File: config.mk
export PLATFORM = sky130hd
export DESIGN_NAME = pws_dir
export DESIGN_NICKNAME = d
export VERILOG_FILES = /design/src/sv/pws_pkg.sv /design/src/sv/pws_dir.sv
export SDC_FILE = /design/constraint.sdc
export NUM_CORES = 1
export LEC_CHECK = 0
export CORE_ASPECT_RATIO = 1.5
export CORE_MARGIN = 10
export CORE_UTILIZATION = 30
export CTS_BUF_LIST = sky130_fd_sc_hd__clkbuf_16
export DETAILED_ROUTE_END_ITERATION = 10
export DONT_BUFFER_PORTS = 1
export PLACE_DENSITY_LB_ADDON = 0.08
export SYNTH_ARGS = -nofsm -noshare
export SYNTH_HDL_FRONTEND = slang
export SYNTH_SLANG_ARGS = --single-unit
File: constraint.sdc
create_clock -name clk -period 4.4 [get_ports clk]
set_input_delay 0.66 -clock clk [delete_from_list [all_inputs] [get_ports clk]]
set_output_delay 0.66 -clock clk [all_outputs]
set_load 0.02 [all_outputs]
File: src/sv/pws_pkg.sv
// ---------------------------------------------------------------------------
// pws_pkg
// Shared constants, operation codes and directory interface types for the
// paged word store.
// ---------------------------------------------------------------------------
package pws_pkg;

	// fixed field widths of the ports
	localparam int ADDR_BITS    = 12;
	localparam int CFG_BITS     = 13;
	localparam int DATA_BITS    = 32;

	// widest frame index and page tag the directory structs carry
	localparam int FRM_MAX_BITS = 4;
	localparam int TAG_MAX_BITS = 8;

	// operation codes
	localparam logic [1:0] FN_PRELOAD = 2'd0;
	localparam logic [1:0] FN_READ    = 2'd1;
	localparam logic [1:0] FN_WRITE   = 2'd2;
	localparam logic [1:0] FN_FLUSH   = 2'd3;

	// result status codes
	localparam logic [1:0] ST_DONE  = 2'd0;
	localparam logic [1:0] ST_FILL  = 2'd1;
	localparam logic [1:0] ST_RANGE = 2'd2;

	// sequencer to directory
	typedef struct packed {
		logic [TAG_MAX_BITS-1:0] look_tag;
		logic                    install;
		logic [FRM_MAX_BITS-1:0] inst_frame;
		logic [TAG_MAX_BITS-1:0] inst_tag;
		logic                    advance;
		logic [FRM_MAX_BITS-1:0] qry_frame;
	} pws_dir_req_t;

	// directory to sequencer
	typedef struct packed {
		logic                    hit;
		logic [FRM_MAX_BITS-1:0] hit_frame;
		logic [FRM_MAX_BITS-1:0] vict_next;
		logic                    qry_valid;
		logic [TAG_MAX_BITS-1:0] qry_tag;
	} pws_dir_rsp_t;

endpackage

File: src/sv/pws_dir.sv
// ---------------------------------------------------------------------------
// pws_dir
// Frame directory: page tags, valid bits and the round-robin victim
// pointer, with a parallel tag match and an indexed tag query.
// ---------------------------------------------------------------------------
module pws_dir import pws_pkg::*; #(
	parameter int FRAMES = 6,
	parameter int TAG_W  = 4
) (
	input  logic         clk,
	input  logic         arst_n,
	input  pws_dir_req_t req,
	output pws_dir_rsp_t rsp
);

	localparam int FB = $clog2(FRAMES);

	logic [TAG_W-1:0]  tag_q [FRAMES];
	logic [FRAMES-1:0] valid_q;
	logic [FB-1:0]     ptr_q;
	logic [FRAMES-1:0] match;
	logic [FB-1:0]     hit_idx;
	logic [FB-1:0]     vict_next;
	logic [FB-1:0]     qry_idx;
	logic [FB-1:0]     inst_idx;

	// tag compare against every valid frame
	always_comb begin
		hit_idx = '0;
		for (int f = FRAMES - 1; f >= 0; f--) begin
			match[f] = valid_q[f] && (tag_q[f] == TAG_W'(req.look_tag));
			if (match[f]) begin
				hit_idx = FB'(f);
			end
		end
	end

	// round-robin successor, wrapping after the last frame
	assign vict_next = (ptr_q == FB'(FRAMES - 1)) ? '0 : ptr_q + FB'(1);
	assign qry_idx   = FB'(req.qry_frame);
	assign inst_idx  = FB'(req.inst_frame);

	// responses
	always_comb begin
		rsp.hit       = |match;
		rsp.hit_frame = FRM_MAX_BITS'(hit_idx);
		rsp.vict_next = FRM_MAX_BITS'(vict_next);
		rsp.qry_valid = valid_q[qry_idx];
		rsp.qry_tag   = TAG_MAX_BITS'(tag_q[qry_idx]);
	end

	// directory state; the pointer moves only when the lookup misses
	always_ff @(posedge clk or negedge arst_n) begin
		if (!arst_n) begin
			for (int f = 0; f < FRAMES; f++) begin
				tag_q[f] <= '0;
			end
			valid_q <= '0;
			ptr_q   <= '0;
		end else begin
			if (req.install) begin
				tag_q[inst_idx]   <= TAG_W'(req.inst_tag);
				valid_q[inst_idx] <= 1'b1;
			end
			if (req.advance && !(|match)) begin
				ptr_q <= vict_next;
			end
		end
	end

`ifndef SYNTHESIS
	// a page is resident in at most one frame
	a_single_match: assert property (@(posedge clk) disable iff (!arst_n)
		$onehot0(match))
		else $error("page tag matches more than one valid frame");
`endif

endmodule

==> results of run 1 <==
==> power by group through the flow <==
stage / logic [mW] / registers, mW / clock network, mW
after floorplan: 0.262 / 0.419 / 0
after global placement: 0.290 / 0.436 / 0
after detailed placement: 0.295 / 0.440 / 0
after CTS: 0.296 / 0.435 / 0.347
after global routing: 0.322 / 0.443 / 0.360
final: 0.290 / 0.433 / 0.337
==> sequential cells by signal (all words and copies together) (netlist names) <==
name     cells
tag_q       24
valid_q      6
ptr_q        3
==> through the flow <==
| step | cell area [µm²] | hold WS [ps] | power (mW) |
|---|---|---|---|
| 2_1_floorplan | 1926 | 364.4 | 0.6814 |
| 3_5_place_dp | 1919 | 365.6 | 0.7358 |
| 6_report | 2062 | 70.68 | 1.060 |
| 4_1_cts | 2062 | 64.56 | 1.078 |
| 5_1_grt | 2062 | 57.95 | 1.126 |
| 3_3_place_gp | 1919 | 365.6 | 0.7255 |
==> routing by layer <==
metal  part of all wire  up-vias  GRT usage  wire, µm
met2               0.54       35     0.1760      2609
li1                   -      549          -         -
met1               0.35      595    0.09258      1725
met5                  0        -          0         0
met3              0.064       13    0.03740       312
met4              0.044        0    0.06198       213
==> path summary, 6_finish.rpt <==
path	depth (start not counted)	slack (ps)	startpoint	to
worst max-delay path	5	1680	tag_q[9]$_DFFE_PN0P_	rsp[13]
worst min register to register	1	490	valid_q[1]$_DFFE_PN0P_	valid_q[1]$_DFFE_PN0P_
max in group asynchronous	0	4240	arst_n	tag_q[20]$_DFFE_PN0P_
min in group clk	1	490	valid_q[1]$_DFFE_PN0P_	valid_q[1]$_DFFE_PN0P_
worst max register to register	5	2530	tag_q[16]$_DFFE_PN0P_	ptr_q[2]$_DFFE_PN0P_
worst min-delay path	0	70	arst_n	ptr_q[2]$_DFFE_PN0P_
==> worst max-delay path: cells and delay by family (launching register included) <==
kind / cells / cell delay, ps
and+or+nand+nor: 2 / 930
DFF: 1 / 410
AOI/OAI and AO/OA: 2 / 280
xor gates and xnor gates: 1 / 170
==> kinds of logic after synthesis <==
group	Yosys count
compound gates	9
xor+xnor	25
buf+inv	19
flops	33
mux	37
other cells	1
simple gates	36
==> cell usage in the layout, fill, tap and decap left out <==
cell type | synthesis | routed
sky130_fd_sc_hd__a21o_1 | 1 | 1
sky130_fd_sc_hd__a21oi_1 | 1 | 1
sky130_fd_sc_hd__a31oi_1 | 1 | 1
sky130_fd_sc_hd__clkbuf_16 | 0 | 5
sky130_fd_sc_hd__clkinv_2 | 0 | 2
sky130_fd_sc_hd__clkinvlp_4 | 0 | 1
sky130_fd_sc_hd__conb_1 | 1 | 6
sky130_fd_sc_hd__dfrtp_1 | 33 | 33
sky130_fd_sc_hd__inv_1 | 7 | 7
sky130_fd_sc_hd__mux2_1 | 2 | 2
sky130_fd_sc_hd__mux2_2 | 24 | 24
sky130_fd_sc_hd__mux2i_1 | 6 | 6
sky130_fd_sc_hd__mux4_2 | 5 | 5
sky130_fd_sc_hd__nand2_1 | 8 | 8
sky130_fd_sc_hd__nand2b_1 | 4 | 4
sky130_fd_sc_hd__nand3_1 | 1 | 1
sky130_fd_sc_hd__nand3_2 | 1 | 1
sky130_fd_sc_hd__nand4b_1 | 2 | 2
sky130_fd_sc_hd__nor2_1 | 2 | 2
sky130_fd_sc_hd__nor2b_1 | 1 | 1
sky130_fd_sc_hd__nor3_1 | 5 | 5
sky130_fd_sc_hd__nor3b_1 | 2 | 2
sky130_fd_sc_hd__nor4_1 | 5 | 5
sky130_fd_sc_hd__nor4_2 | 1 | 1
sky130_fd_sc_hd__o21bai_1 | 1 | 1
sky130_fd_sc_hd__o22ai_1 | 5 | 5
sky130_fd_sc_hd__or2_2 | 4 | 4
sky130_fd_sc_hd__xnor2_1 | 7 | 7
sky130_fd_sc_hd__xor2_1 | 18 | 18
==> layout make-up <==
class,count,area [µm²]
clock buffer,5,125.1
sequential,33,825.8
multi-input combinational,113,974.7
fill,649,4113
inverter,7,26.28
tap,74,92.59
clock inverter,3,17.52
==> Flow_metrics.wiki, run 1 <==
{| class="wikitable"
! Metric !! Value
|-
| Result of the run || completed
|-
| Fraction of power consumed by combinational cells || 0.274
|-
| Chip Width || 85.10 µm
|-
| Max_cap viols || 0
|-
| List of cells traversed by the critical path || xor2_1 > nor4_1 > o21bai_1 > a21oi_1 > nor2_1
|-
| Final HPWL DP || 3896 µm
|-
| Count of hold-fix buffers inserted at cts || 0
|-
| Largest net degree at the start of global routing || 34
|-
| Setup WS post-layout || 1676 ps
|-
| Via count of the first global-routing pass || 1402
|-
| Worst slew margin || 0.3770
|-
| Area growth from synthesis to layout || 8.137%
|-
| Number of gates resized after CTS || 0
|-
| Leakage power figure || 0.8571 nW
|-
| Final setup violation count || 0
|-
| Maximum buffer depth of the clock tree || 2
|-
| Skew-Pair Late Insertion Delay || 280 ps
|-
| Syn Inst Count || 160
|-
| Number of buffer cells added on primary ports || 0
|-
| Kind of start point of the critical path || register
|-
| Number of antenna-violating nets in the routed design || 0
|-
| Clock root cell || sky130_fd_sc_hd__clkbuf_16
|-
| Total internal power || 0.7078 mW
|-
| Top cell type's share of synthesized area || 0.4331
|-
| Drt drc || 0
|-
| Post-synthesis compound-gate area fraction || 0.03018
|-
| Average wire per cell in the routed design || 20.69 µm
|-
| Average via count per standard cell || 5.072
|-
| Drt total wl || 4861 µm
|-
| Total number of vias || 1192
|-
| Total I/O pin count || 46
|-
| Number of nets in the layout || 188
|-
| Measured slew at the worst slew-check pin || 932.5 ps
|-
| Cell with the biggest individual delay on the critical path || sky130_fd_sc_hd__nor4_1
|-
| Count of pins over their slew limit || 0
|-
| Portion of the clock cycle consumed by the worst path in the final layout || 0.6191
|-
| RSZ-0062 raised after global routing || false
|-
| Post-Synth Adder-Cell Area || 0
|-
| Register bit count reported by yosys || 33
|-
| Largest stage delay, worst path || 540 ps
|-
| Setup Slack @ Placement || 1663 ps
|-
| RePlAce Congestion || 0.8103
|-
| Path class of the lowest-slack min-delay path || input port to asynchronous set/reset pin
|-
| Most used standard cells in the synthesized netlist || 33 x sky130_fd_sc_hd__dfrtp_1, 24 x sky130_fd_sc_hd__mux2_2, 18 x sky130_fd_sc_hd__xor2_1
|-
| Die area || 10010 µm²
|-
| Async set or reset register ratio after synthesis || 1.000
|-
| Max Fanout on Critical Path || 3
|-
| Final design utilization || 0.3339
|-
| Clock buffer count from CTS || 5
|-
| Floorplan Core Area || 6175 µm²
|-
| First-pass GRT wire length || 7755 µm
|-
| Number of distinct library cell variants in the gate-level netlist after synthesis || 30
|-
| Seq pwr share || 0.408
|-
| Worst clock skew || 6.244 ps
|-
| Most frequent cell after synthesis || sky130_fd_sc_hd__dfrtp_1
|-
| Switching part of the total || 0.3324
|-
| Combinational family with the most area after synthesis || multiplexers
|-
| Worst-path clk slew || 60 ps
|-
| Cells taking the most area after synthesis || sky130_fd_sc_hd__dfrtp_1 43%, sky130_fd_sc_hd__mux2_2 14%, sky130_fd_sc_hd__xor2_1 8.3%
|-
| Multiplexer share of the synthesized area || 0.2441
|-
| Remaining global-route overflow || 0
|-
| Die H || 117.6 µm
|-
| Iter 0 DRT Violations || 53
|-
| First-pass iteration count of the detailed router || 4
|-
| Avg Cell Area, Syn || 11.92 µm²
|-
| Number of flops mapped to enable cells by yosys || 0
|-
| Num rows || 35
|-
| Post-synth top area cell || sky130_fd_sc_hd__dfrtp_1
|-
| TritonCTS clock tree || yes
|-
| Warnings from Yosys || 0
|-
| Clock power frac || 0.318
|-
| Endpoints failing hold || 0
|-
| Critical path data arrival time || 2060 ps
|-
| Post-Synth Simple-Gate Area || 0.1102
|-
| Worst VDD drop || 135.4 µV
|-
| Clock sinks || 33
|-
| Antenna cell count || 0
|-
| Initial antenna violation count || 0
|-
| Element type at the critical path end || output port
|-
| Total global-route track usage || 0.09976
|-
| Achievable clock frequency || 0.3671 GHz
|-
| Starting Density || 0.3088
|-
| Switching component of the power || 0.3525 mW
|-
| Post-CTS setup buffer count || 0
|-
| H-Tree Level Count || 2
|-
| Synthesized cell area || 1907 µm²
|-
| Post-route non-filler standard cell count || 235
|-
| Fraction of synthesized cell area in xor and xnor cells || 0.1148
|-
| DP Cell Count || 227
|-
| Share of final-layout standard cells stronger than drive strength 1 || 0.2671
|-
| Most used flip-flop cell after synthesis || sky130_fd_sc_hd__dfrtp_1
|-
| Final TNS setup || 0 ps
|-
| Sequential area share after synthesis || 0.4331
|-
| Power per Cell Area || 514.2 nW/µm²
|-
| Min cycle time layout || 2724 ps
|-
| Critical Path RT || 3740 ps
|-
| WS Path Type || register to output port
|}
No activity file was read; power rests on OpenSTA's default activity.
==> run 2: changes to the inputs <==
--- a/config.mk
+++ b/config.mk
@@ -5,6 +5,7 @@
 export SDC_FILE = /design/constraint.sdc
 export NUM_CORES = 1
 export LEC_CHECK = 0
+export ABC_AREA = 1
 export CORE_ASPECT_RATIO = 1.5
 export CORE_MARGIN = 10
 export CORE_UTILIZATION = 30
==> constraint.sdc (replaced) <==
create_clock -name clk -period 2.19 [get_ports clk]
set_input_delay 0.3285 -clock clk [delete_from_list [all_inputs] [get_ports clk]]
set_output_delay 0.3285 -clock clk [all_outputs]
set_load 0.02 [all_outputs]
==> Flow_metrics.wiki, run 2 <==
{| class="wikitable"
! Metric !! Value
|-
| Worst VDD drop || 365.9 µV (was 135.4 µV)
|-
| Number of buffer cells added on primary ports || 0 (unchanged)
|-
| Number of flops mapped to enable cells by yosys || 0 (unchanged)
|-
| Total number of vias || 1748 (was 1192)
|-
| PnR Total Power || 2.088 mW (was 1.060 mW)
|-
| Result of the run || completed (unchanged)
|-
| Remaining global-route overflow || 0 (unchanged)
|-
| Number of nets in the layout || 328 (was 188)
|-
| Multi-input combinational cell area || 978.4 µm² (was 974.7 µm²)
|-
| Final hold slack || 212.1 ps (was 70.68 ps)
|-
| Worst clock skew || 1.910 ps (was 6.244 ps)
|-
| Sequential area share after synthesis || 0.4151 (was 0.4331)
|-
| Crit-path most repeated cell || sky130_fd_sc_hd__nand2_1
|-
| Regs by FF count || tag_q: 24 flops, valid_q: 6 flops, ptr_q: 3 flops (unchanged)
|-
| Chip Width || 86.49 µm (was 85.10 µm)
|-
| Cell family with most CP delay || flip-flops (was simple AND/OR/NAND/NOR gates)
|-
| Buffers and inverters on the worst path || 3 (was 0)
|-
| First-pass iteration count of the detailed router || 4 (unchanged)
|-
| Drt total wl || 5889 µm (was 4861 µm)
|-
| Commonest non-fill, non-tap cells in the layout || 96 x sky130_fd_sc_hd__nand2_1, 48 x sky130_fd_sc_hd__o21ai_0, 33 x sky130_fd_sc_hd__inv_1, 33 x sky130_fd_sc_hd__dfrtp_1, 32 x sky130_fd_sc_hd__nor2_1 (was 33 x sky130_fd_sc_hd__dfrtp_1, 24 x sky130_fd_sc_hd__mux2_2, 18 x sky130_fd_sc_hd__xor2_1)
|-
| Share of final-layout standard cells stronger than drive strength 1 || 0.08970 (was 0.2671)
|-
| Total global-route track usage || 0.1157 (was 0.09976)
|-
| Final TNS setup || 0 ps (unchanged)
|-
| Largest net degree at the start of global routing || 34 (unchanged)
|-
| Warnings from Yosys || 0 (unchanged)
|-
| Most used standard cells in the synthesized netlist || 96 x sky130_fd_sc_hd__nand2_1, 48 x sky130_fd_sc_hd__o21ai_0, 33 x sky130_fd_sc_hd__dfrtp_1 (was 33 x sky130_fd_sc_hd__dfrtp_1, 24 x sky130_fd_sc_hd__mux2_2, 18 x sky130_fd_sc_hd__xor2_1)
|-
| Number of gates resized after CTS || 0 (unchanged)
|-
| TritonCTS clock tree || yes (unchanged)
|-
| RePlAce Congestion || 0.7409 (was 0.8103)
|-
| Count of pins over their slew limit || 0 (unchanged)
|-
| Via count of the first global-routing pass || 1743 (was 1402)
|-
| Post-synth top area cell || sky130_fd_sc_hd__dfrtp_1 (unchanged)
|-
| Drt drc || 0 (unchanged)
|-
| Critical Path RT || 1860 ps (was 3740 ps)
|-
| Register bit count reported by yosys || 33 (unchanged)
|-
| Worst-path clk slew || 50 ps (was 60 ps)
|-
| Antenna cell count || 0 (unchanged)
|-
| Cells taking the most area after synthesis || sky130_fd_sc_hd__dfrtp_1 42%, sky130_fd_sc_hd__nand2_1 18%, sky130_fd_sc_hd__o21ai_0 12% (was sky130_fd_sc_hd__dfrtp_1 43%, sky130_fd_sc_hd__mux2_2 14%, sky130_fd_sc_hd__xor2_1 8.3%)
|-
| List of cells traversed by the critical path || inv_1 > o21ai_0 > nor2_1 > nand3_1 > inv_1 > nand2_1 > nand2_1 > nand2_1 > a21boi_0 > buf_4 (was xor2_1 > nor4_1 > o21bai_1 > a21oi_1 > nor2_1)
|-
| Area growth from synthesis to layout || 13.21% (was 8.137%)
|-
| Final setup violation count || 0 (unchanged)
|-
| Average via count per standard cell || 4.637 (was 5.072)
|-
| Max Fanout on Critical Path || 3 (unchanged)
|-
| Min cycle time layout || 1900 ps
|-
| Num rows || 36 (was 35)
|-
| Async set or reset register ratio after synthesis || 1.000 (unchanged)
|-
| Average wire per cell in the routed design || 15.62 µm (was 20.69 µm)
|-
| Achievable clock frequency || 0.5262 GHz
|-
| Skew-Pair Late Insertion Delay || 280 ps (about the same)
|-
| Leakage power figure || 1.184 nW (was 0.8571 nW)
|-
| Kind of start point of the critical path || register (unchanged)
|-
| Max_cap viols || 0 (unchanged)
|-
| Initial antenna violation count || 0 (unchanged)
|-
| First-pass GRT wire length || 9356 µm (was 7755 µm)
|-
| Count of fill cells added during filler insertion || 737 (was 649)
|-
| Commonest non-fill, non-tap cell in the layout || sky130_fd_sc_hd__nand2_1 (was sky130_fd_sc_hd__dfrtp_1)
|-
| Synthesized cell area || 1989 µm² (was 1907 µm²)
|-
| Path class of the lowest-slack min-delay path || input port to register (was input port to asynchronous set/reset pin)
|-
| Largest reg by FF count || tag_q (unchanged)
|-
| Critical path data arrival time || 1570 ps (was 2060 ps)
|-
| Starting Density || 0.3067 (was 0.3088)
|-
| WS Path Type || register to output port (unchanged)
|-
| Syn Inst Count || 289 (was 160)
|-
| Avg Cell Area, Syn || 6.884 µm² (was 11.92 µm²)
|-
| Flip-flop count of the largest register after layout || 24 (unchanged)
|-
| Power per Cell Area || 927.3 nW/µm² (was 514.2 nW/µm²)
|-
| Die H || 119.7 µm (was 117.6 µm)
|-
| Reg area || 825.8 µm² (unchanged)
|-
| Most used flip-flop cell after synthesis || sky130_fd_sc_hd__dfrtp_1 (unchanged)
|-
| H-Tree Level Count || 2 (unchanged)
|-
| Largest stage delay, worst path || 400 ps (was 540 ps)
|-
| Cell with the biggest individual delay on the critical path || sky130_fd_sc_hd__dfrtp_1 (was sky130_fd_sc_hd__nor4_1)
|-
| Clock sinks || 33 (unchanged)
|-
| Top cell type's share of synthesized area || 0.4151 (was 0.4331)
|-
| Endpoints failing hold || 0 (unchanged)
|-
| Die area || 10360 µm² (was 10010 µm²)
|-
| Number of distinct library cell variants in the gate-level netlist after synthesis || 24 (was 30)
|-
| Maximum buffer depth of the clock tree || 2 (unchanged)
|-
| RSZ-0062 raised after global routing || false (unchanged)
|-
| Portion of the clock cycle consumed by the worst path in the final layout || 0.8677
|-
| Final HPWL DP || 4537 µm (was 3896 µm)
|-
| Number of antenna-violating nets in the routed design || 0 (unchanged)
|-
| Most frequent cell after synthesis || sky130_fd_sc_hd__nand2_1 (was sky130_fd_sc_hd__dfrtp_1)
|-
| Floorplan Core Area || 6486 µm² (was 6175 µm²)
|-
| Element type at the critical path end || output port (unchanged)
|-
| Clock buffer count from CTS || 5 (unchanged)
|-
| Iter 0 DRT Violations || 122 (was 53)
|-
| Total I/O pin count || 46 (unchanged)
|-
| Clock root cell || sky130_fd_sc_hd__clkbuf_16 (unchanged)
|}
-- run 2: final timing paths --
path	from	to	slack, ps	depth (start not counted)
min in group asynchronous	arst_n	tag_q[10]$_DFFE_PN0P_	500	2
max in group asynchronous	arst_n	tag_q[3]$_DFFE_PN0P_	1510	2
setup / recovery	tag_q[0]$_DFFE_PN0P_	rsp[13]	290	10
hold reg to reg	valid_q[3]$_DFFE_PN0P_	valid_q[3]$_DFFE_PN0P_	480	2
setup reg to reg	tag_q[12]$_DFFE_PN0P_	ptr_q[2]$_DFFE_PN0P_	870	10
hold / removal	req[4]	ptr_q[2]$_DFFE_PN0P_	210	2
-- run 2: metrics by stage --
stage	utilization	area [µm²]	setup WS, ps	instances
6_report	0.3472	2252	289.8	377
5_1_grt	0.3472	2252	48.93	377
4_1_cts	0.3472	2252	258.5	377
3_5_place_dp	0.3212	2083	391.5	367
3_3_place_gp	0.3212	2083	384.8	367
2_1_floorplan	-	2008	436.2	294
-- run 2: kinds of logic (layout without fill, tap and decap cells) --
| family | after synthesis | in the layout | share of synthesized area |
|---|---|---|---|
| AND/OR/NAND/NOR | 143 | 143 | 0.2962 |
| buffers and inverters | 45 | 52 | 0.1025 |
| flip-flops | 33 | 33 | 0.4151 |
| XOR/XNOR | 6 | 6 | 0.02641 |
| other | 1 | 6 | 0.001885 |
| AO/OA/AOI/OAI | 61 | 61 | 0.1579 |
-- run 2: timing repair --
action | 4_1_cts | 5_1_grt
endpoints found under the setup margin | 0 | 0
hold endpoints to repair | 33 | 0
hold buffers | 2 | 0
setup buffers | 0 | 0
-- run 2: worst reg2reg max path: stages (launching register included) --
cell	delay, ps
sky130_fd_sc_hd__dfrtp_1	400
sky130_fd_sc_hd__inv_1	80
sky130_fd_sc_hd__nand2_1	50
sky130_fd_sc_hd__nand2_1	60
sky130_fd_sc_hd__nor2_1	50
sky130_fd_sc_hd__nand3_2	100
sky130_fd_sc_hd__nand2_2	80
sky130_fd_sc_hd__nor2_4	160
sky130_fd_sc_hd__nand3_2	110
sky130_fd_sc_hd__nand2_1	70
sky130_fd_sc_hd__nand2_1	50
-- run 2: layout make-up --
class | instances | area share
multi-input combinational | 216 | 0.4344
sequential | 33 | 0.3667
inverter | 35 | 0.05833
clock buffer | 5 | 0.05556
tap | 76 | 0.04222
timing repair buffer | 9 | 0.03667
clock inverter | 3 | 0.006111
-- run 2: power breakdown --
| group | leakage (nW) | switching, mW | internal, mW |
|---|---|---|---|
| combinational | 0.717 | 0.387 | 0.200 |
| sequential | 0.392 | 0.113 | 0.720 |
| clock | 0.0748 | 0.256 | 0.412 |
-- run 2: layer usage --
metal  wire, µm  up-vias  track usage
met5          0        -            0
met4         74        0      0.03354
met3        422        6      0.03791
met2       2931       44       0.2042
met1       2460      775       0.1270
li1           -      923            -
